[src/alm_pkg.sv]
`timescale 1ns / 1ps
// Package for the array linked list manager: store size, link encoding,
// command codes, beat types, control states and the link reset pattern.
package alm_pkg;

    localparam int NODE_COUNT = 16;
    localparam int IDX_W      = $clog2(NODE_COUNT);
    localparam int LINK_W     = $clog2(NODE_COUNT + 1);
    localparam int STEP_W     = $clog2(NODE_COUNT + 1);
    localparam int DATA_W     = 32;
    localparam int LNK_RAM_W  = 2 * LINK_W;

    localparam logic [LINK_W-1:0] LINK_NONE = LINK_W'(NODE_COUNT);

    localparam logic [1:0] CMD_APPEND  = 2'd0;
    localparam logic [1:0] CMD_REVERSE = 2'd1;
    localparam logic [1:0] CMD_READ    = 2'd2;

    localparam logic STATUS_DONE = 1'b0;
    localparam logic STATUS_FULL = 1'b1;

    typedef struct packed {
        logic [1:0]         cmd;
        logic               list_sel;
        logic signed [31:0] item_value;
        logic [3:0]         node_index;
    } t_in;

    typedef struct packed {
        logic               status;
        logic [4:0]         head_index;
        logic [4:0]         tail_index;
        logic signed [31:0] read_value;
        logic [4:0]         read_next;
        logic [4:0]         read_prev;
    } t_out;

    typedef enum logic [2:0] {
        S_IDLE,
        S_APP_NEXT,
        S_APP_TAIL,
        S_APP_LINK,
        S_REV,
        S_RDATA,
        S_DONE
    } t_state;

    function automatic logic is_node(input logic [LINK_W-1:0] link);
        return link < LINK_W'(NODE_COUNT);
    endfunction

    // {next, prev} of a link entry never written since reset
    function automatic logic [LNK_RAM_W-1:0] lnk_reset(input logic [IDX_W-1:0] idx);
        logic [LINK_W-1:0] nxt;
        nxt = (idx == IDX_W'(NODE_COUNT - 1)) ? LINK_NONE : LINK_W'(idx) + LINK_W'(1);
        return {nxt, LINK_NONE};
    endfunction

endpackage

[src/array_linked_list_manager.sv]
`timescale 1ns / 1ps
// Two doubly linked lists and a free chain over a 16-node store (alm_pkg, alm_ram).
// A full append, unused code or empty reverse goes straight to its result beat; read, append
// and reverse first use the RAMs, a reverse walking the list one node per cycle.
// Ready returns when the beat is registered, so one command is in progress at a time.
// A new command is taken while the previous beat waits; its beat holds until that one leaves.
// Sync active-low reset: lists empty, free chain 0..15, link RAM clean via valid bits.
module array_linked_list_manager (
    input  logic          i_clk,
    input  logic          i_rst_n,
    input  logic          i_in_valid,
    output logic          o_in_ready,
    input  alm_pkg::t_in  i_in_data,
    output logic          o_out_valid,
    input  logic          i_out_ready,
    output alm_pkg::t_out o_out_data
);
    import alm_pkg::*;

    t_state              r_state, n_state;
    logic                r_sel, n_sel;
    logic [DATA_W-1:0]   r_value, n_value;
    logic [LINK_W-1:0]   r_free_head, n_free_head;
    logic [LINK_W-1:0]   r_head [2];
    logic [LINK_W-1:0]   n_head [2];
    logic [LINK_W-1:0]   r_tail [2];
    logic [LINK_W-1:0]   n_tail [2];
    logic [NODE_COUNT-1:0] r_lnk_vld, n_lnk_vld;
    logic                r_rd_vld;
    logic [IDX_W-1:0]    r_rd_addr;
    logic [LINK_W-1:0]   r_new, n_new;
    logic [LINK_W-1:0]   r_nf, n_nf;
    logic [LINK_W-1:0]   r_tprev, n_tprev;
    logic [LINK_W-1:0]   r_cur, n_cur;
    logic [STEP_W-1:0]   r_steps, n_steps;
    logic                r_status, n_status;
    logic [DATA_W-1:0]   r_rval, n_rval;
    logic [LINK_W-1:0]   r_rnext, n_rnext;
    logic [LINK_W-1:0]   r_rprev, n_rprev;
    t_out                r_out, n_out;
    logic                r_out_valid, n_out_valid;

    logic                 lnk_rd_en, lnk_wr_en, dat_rd_en, dat_wr_en;
    logic [IDX_W-1:0]     lnk_rd_addr, lnk_wr_addr, dat_rd_addr, dat_wr_addr;
    logic [LNK_RAM_W-1:0] lnk_wr_data, lnk_ram_q, lnk_q;
    logic [DATA_W-1:0]    dat_q;
    logic [LINK_W-1:0]    q_next, q_prev;

    alm_ram #(.WIDTH(LNK_RAM_W), .DEPTH(NODE_COUNT)) u_lnk_ram (
        .i_clk     (i_clk),
        .i_wr_en   (lnk_wr_en),
        .i_wr_addr (lnk_wr_addr),
        .i_wr_data (lnk_wr_data),
        .i_rd_en   (lnk_rd_en),
        .i_rd_addr (lnk_rd_addr),
        .o_rd_data (lnk_ram_q)
    );

    alm_ram #(.WIDTH(DATA_W), .DEPTH(NODE_COUNT)) u_dat_ram (
        .i_clk     (i_clk),
        .i_wr_en   (dat_wr_en),
        .i_wr_addr (dat_wr_addr),
        .i_wr_data (r_value),
        .i_rd_en   (dat_rd_en),
        .i_rd_addr (dat_rd_addr),
        .o_rd_data (dat_q)
    );

    assign lnk_q  = r_rd_vld ? lnk_ram_q : lnk_reset(r_rd_addr);
    assign q_next = lnk_q[LNK_RAM_W-1:LINK_W];
    assign q_prev = lnk_q[LINK_W-1:0];

    assign o_in_ready  = (r_state == S_IDLE);
    assign o_out_valid = r_out_valid;
    assign o_out_data  = r_out;

    always_ff @(posedge i_clk) begin
        if (!i_rst_n) begin
            r_state     <= S_IDLE;
            r_free_head <= '0;
            r_head[0]   <= LINK_NONE;
            r_head[1]   <= LINK_NONE;
            r_tail[0]   <= LINK_NONE;
            r_tail[1]   <= LINK_NONE;
            r_lnk_vld   <= '0;
            r_out_valid <= 1'b0;
        end else begin
            r_state     <= n_state;
            r_free_head <= n_free_head;
            r_head      <= n_head;
            r_tail      <= n_tail;
            r_lnk_vld   <= n_lnk_vld;
            r_out_valid <= n_out_valid;
        end
    end

    always_ff @(posedge i_clk) begin
        r_sel    <= n_sel;
        r_value  <= n_value;
        r_new    <= n_new;
        r_nf     <= n_nf;
        r_tprev  <= n_tprev;
        r_cur    <= n_cur;
        r_steps  <= n_steps;
        r_status <= n_status;
        r_rval   <= n_rval;
        r_rnext  <= n_rnext;
        r_rprev  <= n_rprev;
        r_out    <= n_out;
        if (lnk_rd_en) begin
            r_rd_vld  <= r_lnk_vld[lnk_rd_addr];
            r_rd_addr <= lnk_rd_addr;
        end
    end

    always_comb begin
        n_state     = r_state;
        n_sel       = r_sel;
        n_value     = r_value;
        n_free_head = r_free_head;
        n_head      = r_head;
        n_tail      = r_tail;
        n_lnk_vld   = r_lnk_vld;
        n_new       = r_new;
        n_nf        = r_nf;
        n_tprev     = r_tprev;
        n_cur       = r_cur;
        n_steps     = r_steps;
        n_status    = r_status;
        n_rval      = r_rval;
        n_rnext     = r_rnext;
        n_rprev     = r_rprev;
        n_out       = r_out;
        n_out_valid = r_out_valid && !i_out_ready;
        lnk_rd_en   = 1'b0;
        lnk_rd_addr = '0;
        lnk_wr_en   = 1'b0;
        lnk_wr_addr = '0;
        lnk_wr_data = '0;
        dat_rd_en   = 1'b0;
        dat_rd_addr = '0;
        dat_wr_en   = 1'b0;
        dat_wr_addr = '0;

        unique case (r_state)
            S_IDLE: begin
                if (i_in_valid) begin
                    n_sel    = i_in_data.list_sel;
                    n_value  = i_in_data.item_value;
                    n_status = STATUS_DONE;
                    n_rval   = '0;
                    n_rnext  = LINK_NONE;
                    n_rprev  = LINK_NONE;
                    n_state  = S_DONE;
                    unique case (i_in_data.cmd)
                        CMD_APPEND: begin
                            if (!is_node(r_free_head)) begin
                                n_status = STATUS_FULL;
                            end else begin
                                lnk_rd_en   = 1'b1;
                                lnk_rd_addr = r_free_head[IDX_W-1:0];
                                n_new       = r_free_head;
                                n_state     = S_APP_NEXT;
                            end
                        end
                        CMD_REVERSE: begin
                            if (is_node(r_head[i_in_data.list_sel])) begin
                                lnk_rd_en   = 1'b1;
                                lnk_rd_addr = r_head[i_in_data.list_sel][IDX_W-1:0];
                                n_cur       = r_head[i_in_data.list_sel];
                                n_steps     = STEP_W'(1);
                                n_state     = S_REV;
                            end else begin
                                n_head[i_in_data.list_sel] = r_tail[i_in_data.list_sel];
                                n_tail[i_in_data.list_sel] = r_head[i_in_data.list_sel];
                            end
                        end
                        CMD_READ: begin
                            lnk_rd_en   = 1'b1;
                            lnk_rd_addr = i_in_data.node_index;
                            dat_rd_en   = 1'b1;
                            dat_rd_addr = i_in_data.node_index;
                            n_state     = S_RDATA;
                        end
                        default: ;
                    endcase
                end
            end

            S_APP_NEXT: begin
                n_nf  = q_next;
                n_cur = r_tail[r_sel];
                if (is_node(r_tail[r_sel])) begin
                    lnk_rd_en   = 1'b1;
                    lnk_rd_addr = r_tail[r_sel][IDX_W-1:0];
                end
                n_state = S_APP_TAIL;
            end

            S_APP_TAIL: begin
                n_tprev     = q_prev;
                lnk_wr_en   = 1'b1;
                lnk_wr_addr = r_new[IDX_W-1:0];
                lnk_wr_data = {LINK_NONE, is_node(r_cur) ? r_cur : LINK_NONE};
                n_lnk_vld[r_new[IDX_W-1:0]] = 1'b1;
                dat_wr_en   = 1'b1;
                dat_wr_addr = r_new[IDX_W-1:0];
                n_free_head = r_nf;
                n_tail[r_sel] = r_new;
                if (!is_node(r_head[r_sel])) begin
                    n_head[r_sel] = r_new;
                end
                n_state = is_node(r_cur) ? S_APP_LINK : S_DONE;
            end

            S_APP_LINK: begin
                lnk_wr_en   = 1'b1;
                lnk_wr_addr = r_cur[IDX_W-1:0];
                lnk_wr_data = {r_new, r_tprev};
                n_lnk_vld[r_cur[IDX_W-1:0]] = 1'b1;
                n_state     = S_DONE;
            end

            S_REV: begin
                // swap links of current node, follow the old next
                lnk_wr_en   = 1'b1;
                lnk_wr_addr = r_cur[IDX_W-1:0];
                lnk_wr_data = {q_prev, q_next};
                n_lnk_vld[r_cur[IDX_W-1:0]] = 1'b1;
                if (is_node(q_next) && (r_steps < STEP_W'(NODE_COUNT))) begin
                    lnk_rd_en   = 1'b1;
                    lnk_rd_addr = q_next[IDX_W-1:0];
                    n_cur       = q_next;
                    n_steps     = r_steps + STEP_W'(1);
                end else begin
                    n_head[r_sel] = r_tail[r_sel];
                    n_tail[r_sel] = r_head[r_sel];
                    n_state       = S_DONE;
                end
            end

            S_RDATA: begin
                n_rval  = dat_q;
                n_rnext = is_node(q_next) ? q_next : LINK_NONE;
                n_rprev = is_node(q_prev) ? q_prev : LINK_NONE;
                n_state = S_DONE;
            end

            S_DONE: begin
                if (!r_out_valid || i_out_ready) begin
                    n_out.status     = r_status;
                    n_out.head_index = is_node(r_head[r_sel]) ? r_head[r_sel] : LINK_NONE;
                    n_out.tail_index = is_node(r_tail[r_sel]) ? r_tail[r_sel] : LINK_NONE;
                    n_out.read_value = r_rval;
                    n_out.read_next  = r_rnext;
                    n_out.read_prev  = r_rprev;
                    n_out_valid      = 1'b1;
                    n_state          = S_IDLE;
                end
            end

            default: n_state = S_IDLE;
        endcase
    end

endmodule

[src/alm_ram.sv]
`timescale 1ns / 1ps
// Generic single-write, single-read RAM with registered read data.
// No dependencies.
module alm_ram #(
    parameter int WIDTH = 32,
    parameter int DEPTH = 16
) (
    input  logic                     i_clk,
    input  logic                     i_wr_en,
    input  logic [$clog2(DEPTH)-1:0] i_wr_addr,
    input  logic [WIDTH-1:0]         i_wr_data,
    input  logic                     i_rd_en,
    input  logic [$clog2(DEPTH)-1:0] i_rd_addr,
    output logic [WIDTH-1:0]         o_rd_data
);

    logic [WIDTH-1:0] r_mem [DEPTH];
    logic [WIDTH-1:0] r_rd_data;

    always_ff @(posedge i_clk) begin
        if (i_wr_en) begin
            r_mem[i_wr_addr] <= i_wr_data;
        end
        if (i_rd_en) begin
            r_rd_data <= r_mem[i_rd_addr];
        end
    end

    assign o_rd_data = r_rd_data;

endmodule

[config.mk]
export PLATFORM = sky130hd
export DESIGN_NAME = array_linked_list_manager
export DESIGN_NICKNAME = d
export VERILOG_FILES = /design/src/alm_pkg.sv /design/src/array_linked_list_manager.sv /design/src/alm_ram.sv
export SDC_FILE = /design/constraint.sdc
export NUM_CORES = 1
export LEC_CHECK = 0
export BUFFER_PORTS_ARGS = -buffer_cell sky130_fd_sc_hd__buf_2
export CORE_UTILIZATION = 55
export CTS_BUF_LIST = sky130_fd_sc_hd__clkbuf_4 sky130_fd_sc_hd__clkbuf_8 sky130_fd_sc_hd__clkbuf_16
export CTS_CLUSTER_DIAMETER = 80
export DETAILED_ROUTE_END_ITERATION = 16
export HOLD_SLACK_MARGIN = 0.08
export PLACE_DENSITY = 0.72
export SETUP_SLACK_MARGIN = 0.3
export SLEW_MARGIN = 20
export SYNTH_ARGS = -nofsm -noshare
export SYNTH_HDL_FRONTEND = slang
export SYNTH_SLANG_ARGS = --single-unit
[constraint.sdc]
create_clock -name i_clk -period 4.89 [get_ports i_clk]
set_clock_uncertainty 0.1 [all_clocks]
set_input_delay 0.489 -clock i_clk [delete_from_list [all_inputs] [get_ports i_clk]]
set_output_delay 0.489 -clock i_clk [all_outputs]
set_load 0.005 [all_outputs]
==> flow_summary.ini, run 1 <==
[power]
power_frac_comb_pct = 13.3
power-per-cell-area_mw_per_mm2 = 499
power.switching_mw = 5.35
ir_drop_mv = 0.272
sw_frac_of_total_pct = 26.5
seqPwrFrac_pct = 51.3
clockPowerShare_pct = 35.4
internal_power_mw = 14.8
leakage_nw = 13.3

[cts]
clkTransAtPathRegs_ps = 60
cts.htree.levels = 3
cts_root_buf = clkbuf_16
cts_tree = done
cts.repair.resized = 0
worstSkewPairLatency_ps = 650
cts_buffer_depth = 3
clkSinkCount = 918
cts_buffers = 89

[synthesis]
synth.distinct_cells = 63
syn-cell-area_mm2 = 0.0354
synth_seq_area_share_pct = 76.6
ys_ff_latch = 918
synth_flop_cell = edfxtp_1
yosysWarnings = 0
syn-num-nets = 2448
yosysTopAreaCell = edfxtp_1
avgSynthCellArea_um2 = 14.7
ys_top_cells_by_area = edfxtp_1 (74%), nand2_1 (3.9%), o22ai_1 (2.6%)
yosysTopAreaCellShare_pct = 74.1
syn_inst = 2399
synthArstFlopShare_pct = 0
synth-edff-count = 873

[grt]
grt_pass1_wl_um = 130000
grt_remaining_overflow = 0
antenna_found_initial = 2
grt_pass1_vias = 21389
grt_max_degree = 129
grt_usage_pct = 26.2

[timing]
hold_viol = 0
finalSetupViolCount = 0
slew_violations = 0
fmax_mhz = 263
finalCritPeriodShare_pct = 77.8
fin_tns_setup_ps = 0
tightest_slew_ps = 1140
fin_crit_ps = 3810
grt_setup_unrepaired = no
maxSlewHeadroom_pct = 23.6

[detailed_routing]
routed_via_density = 6.39
ant_nets = 0
drt-pass1-iter-count = 8
drc = 0
wl_per_cell_um = 25.3
wirelength_um = 86600
first_iter_violations = 2833
dr_total_vias = 21875

[floorplan]
core-area_mm2 = 0.0633
pin_count = 98
num_rows = 92
start_util_pct = 55.9
die_x_um = 256
dieArea_mm2 = 0.0653
die_y_um = 256

[final_layout]
n_antenna_cell = 0
fin_nets = 2557
fin_util_pct = 63.8
area_growth_pct = 14.2
layout-drive-gt1-share_pct = 13.3

[setup_path]
critPathMaxFanout = 31
endpoint_kind = register
r2r-end = u_lnk_ram.o_rd_data[7]
r2r_slack_ps = 1080
worstSetupPathType = register to register
r2r_cells = 10
cp-start-kind = register
worstPathRequired_ps = 5310
reg2reg_from = r_state[2]
cp.arrival_ps = 4220

[placement]
finalWeightedCongestion = 0.900
numPortBuffers = 97
dpl.hpwl_um = 46700

[worst_hold_path]
holdPathEnd = o_out_valid
min_path_type = input port to register
hp-start = i_out_ready
hold_path_depth = 3

[status]
status = complete, no violations

[run]
drv_cap = 0
## timing repair
item,4_1_cts,5_1_grt
hold buffers,33,0
setup endpoints to repair,0,0
hold endpoints to repair,33,0
buffers inserted,0,0
## flip-flops by register name, indices dropped and copies added, names as in the netlist, 4 cells and up, named ones only
register,flops
r_rprev,5
r_tprev,5
r_steps,5
u_lnk_ram.o_rd_data,10
r_rnext,5
r_free_head,5
r_rval,32
u_dat_ram.r_mem,512
r_value,32
r_lnk_vld,16
u_dat_ram.o_rd_data,32
r_nf,5
o_out_data,53
r_cur,5
r_new,5
u_lnk_ram.r_mem,160
r_rd_addr,4
## worst max path at each step
stage / startpoint / endpoint / slack, ps / cells after the start
floorplan: r_state[1] / u_dat_ram.r_mem[0][0] / 500 / 5
global placement: i_in_valid / u_lnk_ram.o_rd_data[7] / 1250 / 11
detailed placement: i_in_valid / u_lnk_ram.o_rd_data[7] / 1150 / 11
CTS: r_state[2] / u_lnk_ram.o_rd_data[7] / 1180 / 10
global route: r_state[2] / u_lnk_ram.o_rd_data[7] / 870 / 10
finish: r_state[2] / u_lnk_ram.o_rd_data[7] / 1080 / 10
## kinds of logic (layout without fill, tap and decap cells)
| family | count (synthesis) | count (layout) | synth area share [%] |
|---|---|---|---|
| DFF | 918 | 918 | 76.6 |
| AOI/OAI and AO/OA | 648 | 648 | 12.6 |
| and+or+nand+nor | 618 | 618 | 7.77 |
| buffers and inverters | 187 | 366 | 2.19 |
| muxes | 18 | 18 | 0.530 |
| adders and majority gates | 6 | 6 | 0.212 |
| xor gates and xnor gates | 4 | 4 | 0.0990 |
## through the flow
| step | cells | hold WS, ps | instance area, um2 | setup WS [ps] | power, mW |
|---|---|---|---|---|---|
| global route | 3424 | 121 | 40400 | 872 | 20.8 |
| floorplan | 2399 | 300 | 35400 | 495 | 12.0 |
| finish | 3424 | 102 | 40400 | 1080 | 20.2 |
| global placement | 3229 | 301 | 37000 | 1250 | 13.0 |
| CTS | 3423 | 82.7 | 40400 | 1180 | 20.2 |
| detailed placement | 3229 | 305 | 37000 | 1150 | 13.1 |
## Yosys cell counts (all sizes together), types with 22 or more instances
cell type and number:
edfxtp 873, nand2 365, o22ai 145, clkbuf 134, a21oi 123, nor2 78, a31oi 74, a311oi 66
a211oi 55, and2 50, dfxtp 45, a22oi 38, and3 36, buf 34, a21boi 30, nand3 28
o21ai 24, o32ai 22
## power by group through the flow
stage	Sequential (mW)	Clock (mW)	Combinational, mW
final	10.4	7.15	2.68
after global routing	10.4	7.53	2.87
after CTS	10.3	7.22	2.64
after detailed placement	10.5	0	2.60
after global placement	10.5	0	2.52
after floorplan	10.2	0	1.73
## area by class of cell
cell class,instances,area (um2)
Tap cell,846,1060
Clock inverter,53,684
Fill cell,4403,22900
Sequential cell,918,27100
Clock buffer,108,2400
Multi-Input combinational cell,1294,7690
Inverter,19,72.6
Timing Repair Buffer,186,1390
## critical path, stage by stage, from the launching register on
cell	delay, ps
dfxtp_1	470
or4b_1	850
or2_0	410
a31oi_1	230
buf_4	220
nor2_2	70
inv_2	450
buf_4	330
a21oi_1	70
a22oi_1	280
a221o_1	200
## layer usage
layer,track usage (%),up-vias,share of wire [%]
met2,42.3,1197,48
met5,0,-,0.015
li1,-,9601,-
met3,4.27,154,9.5
met4,8.53,2,2.5
met1,36.6,10921,40
## placed cells by master, fill, tap and decap left out, types with 55 or more instances in the layout
master	netlist	routed
a211oi_1	55	55
a31oi_1	74	74
edfxtp_1	873	873
buf_2	16	97
a21oi_1	123	123
clkbuf_16	0	90
nand2_1	365	362
a311oi_1	66	66
o22ai_1	145	145
nor2_1	78	60
Power figures use the tool's default switching activity.
==> inputs of run 2 (changes only) <==
--- a/config.mk
+++ b/config.mk
@@ -11,7 +11,7 @@
 export CTS_CLUSTER_DIAMETER = 80
 export DETAILED_ROUTE_END_ITERATION = 16
 export HOLD_SLACK_MARGIN = 0.08
-export PLACE_DENSITY = 0.72
+export PLACE_DENSITY = 0.74
 export SETUP_SLACK_MARGIN = 0.3
 export SLEW_MARGIN = 20
 export SYNTH_ARGS = -nofsm -noshare
==> constraint.sdc (replaced) <==
create_clock -name i_clk -period 3.31 [get_ports i_clk]
set_clock_uncertainty 0.1 [all_clocks]
set_input_delay 0.331 -clock i_clk [delete_from_list [all_inputs] [get_ports i_clk]]
set_output_delay 0.331 -clock i_clk [all_outputs]
set_load 0.005 [all_outputs]
==> run 2 against run 1 <==
Net effect:
- maximum frequency grew 28%
- global-route usage grew 0.55 points
- sequential share of layout area shrank 1.6 points
- final area grew 2.4%
- total power grew 48%
- clock-buffer cell count shrank 4
- die area is the same
- largest power group unchanged
- wire length grew 2.8%
- critical path depth shrank 2
- clock power grew 43%
- non-clock buffer count grew 83
- first-iteration DRC count shrank 3.9%
==> flow_summary.ini, run 2 (same netlist as run 1, synthesis figures left out) <==
[placement]
numPortBuffers = 97
finalWeightedCongestion = 0.898
dpl.hpwl_um = 49800
place_ws_ps = 125
place_area_mm2 = 0.0377

[final_layout]
area_growth_pct = 17.0
fin_area_mm2 = 0.0414
multi_input_area_mm2 = 0.00796
n_antenna_cell = 0
largest_reg_flops = 512
regArea_mm2 = 0.0271
layout_commonest_cell = edfxtp_1
mostFrequentLayoutCells = edfxtp_1 (873), nand2_1 (362), o22ai_1 (145), a21oi_1 (122), buf_4 (104)
fill_cells = 4357
regMostFlops = u_dat_ram.r_mem
fin_nets = 2643
layout-drive-gt1-share_pct = 17.1

[grt]
grt_pass1_wl_um = 133000
grt_pass1_vias = 22371
grt_max_degree = 76
grt_usage_pct = 26.7
grt_remaining_overflow = 0
antenna_found_initial = 0

[setup_path]
endpoint_kind = register
r2r-end = u_lnk_ram.o_rd_data[6]
cp-start-kind = register
worstPathRequired_ps = 3610
worstSetupPathType = register to register
r2r_cells = 8
reg2reg_from = r_state[0]
critPathMaxFanout = 55
r2r_slack_ps = 340
cp.arrival_ps = 3270

[detailed_routing]
ant_nets = 0
dr_total_vias = 22362
routed_via_density = 6.36
wirelength_um = 89000
first_iter_violations = 2723
drc = 0
drt-pass1-iter-count = 5
wl_per_cell_um = 25.3

[floorplan]
die_y_um = 256
core-area_mm2 = 0.0633
die_x_um = 256
pin_count = 98
start_util_pct = 55.9
num_rows = 92
dieArea_mm2 = 0.0653

[cts]
cts_buffers = 91
cts_root_buf = clkbuf_16
cts_tree = done
clkTransAtPathRegs_ps = 60
clkSinkCount = 918
cts.htree.levels = 3
cts_buffer_depth = 3
worstSkewPairLatency_ps = 660

[power]
sw_frac_of_total_pct = 26.9
seqPwrFrac_pct = 50.8
leakage_nw = 13.8
internal_power_mw = 21.9
power_frac_comb_pct = 15.0
ir_drop_mv = 0.480
power-per-cell-area_mw_per_mm2 = 723
clockPowerShare_pct = 34.1
power.switching_mw = 8.06

[run]
drv_cap = 0

[timing]
tightest_slew_ps = 852
grt_setup_unrepaired = yes
maxSlewHeadroom_pct = 43.2
fmax_mhz = 337
hold_viol = 0
fin_tns_setup_ps = 0
fin_crit_ps = 2970
fin_ws_ps = 341
slew_violations = 0
finalSetupViolCount = 0
finalCritPeriodShare_pct = 89.7

[worst_hold_path]
hold_path_depth = 2
hp-start = i_rst_n
min_path_type = input port to register

[status]
status = complete, no violations
[run 2: worst max-delay path by stage]
stage	startpoint	to	depth (start not counted)
after floorplan	r_state[1]	u_dat_ram.r_mem[10][0]	5
after global placement	i_in_valid	u_lnk_ram.o_rd_data[3]	9
after detailed placement	i_in_valid	u_lnk_ram.o_rd_data[2]	9
after CTS	r_rd_addr[0]	u_lnk_ram.o_rd_data[9]	10
after global routing	r_rd_addr[0]	register	9
final	r_state[0]	u_lnk_ram.o_rd_data[6]	8
[run 2: cell type report]
type	count	share of cell area, %
Clock buffer	104	5.82
Timing Repair Buffer	269	5.32
Inverter	19	0.206
Sequential cell	918	65.5
Tap cell	846	2.56
Clock inverter	64	1.38
Multi-Input combinational cell	1295	19.2
[run 2: worst max-delay path, stage by stage, from the launching register on]
cell and delay, ps:
dfxtp_1 330, or4b_4 570, or2_1 310, a31o_1 270, buf_12 190, and3_1 210, o32ai_2 250, o32ai_1 190
a221o_1 280
[run 2: metrics by stage]
step	instances	power [mW]	util, %	hold slack, ps
final	3515	30.0	65.4	137
after global routing	3515	30.9	65.4	155
after CTS	3511	29.8	65.0	117
after detailed placement	3305	19.6	59.6	305
after global placement	3305	19.5	59.6	303
after floorplan	2399	17.7	-	300
[run 2: routing by layer]
layer	GRT usage [%]	up-vias	share of wire [%]	wire length, um
li1	-	9798	-	-
met1	36.6	11105	39	35000
met2	43.8	1275	49	43500
met3	4.18	184	9.1	8150
met4	9.68	0	2.7	2410
met5	0	-	0	0
[run 2: repair_timing]
| item | 4_1_cts | 5_1_grt |
|---|---|---|
| setup endpoints to repair | 24 | 186 |
| endpoints found under the hold margin | 35 | 0 |
| hold buffers | 36 | 0 |
| resized for setup | 12 | 44 |
| pin swaps | 0 | 1 |
| gates cloned | 0 | 2 |
| buffers inserted | 2 | 2 |
[run 2: power by group through the flow]
stage	combinational [mW]	clock, mW	sequential (mW)
detailed placement	4.18	0	15.4
floorplan	2.57	0	15.1
CTS	4.30	10.3	15.2
global route	4.83	10.7	15.3
finish	4.51	10.2	15.2
global placement	4.10	0	15.4
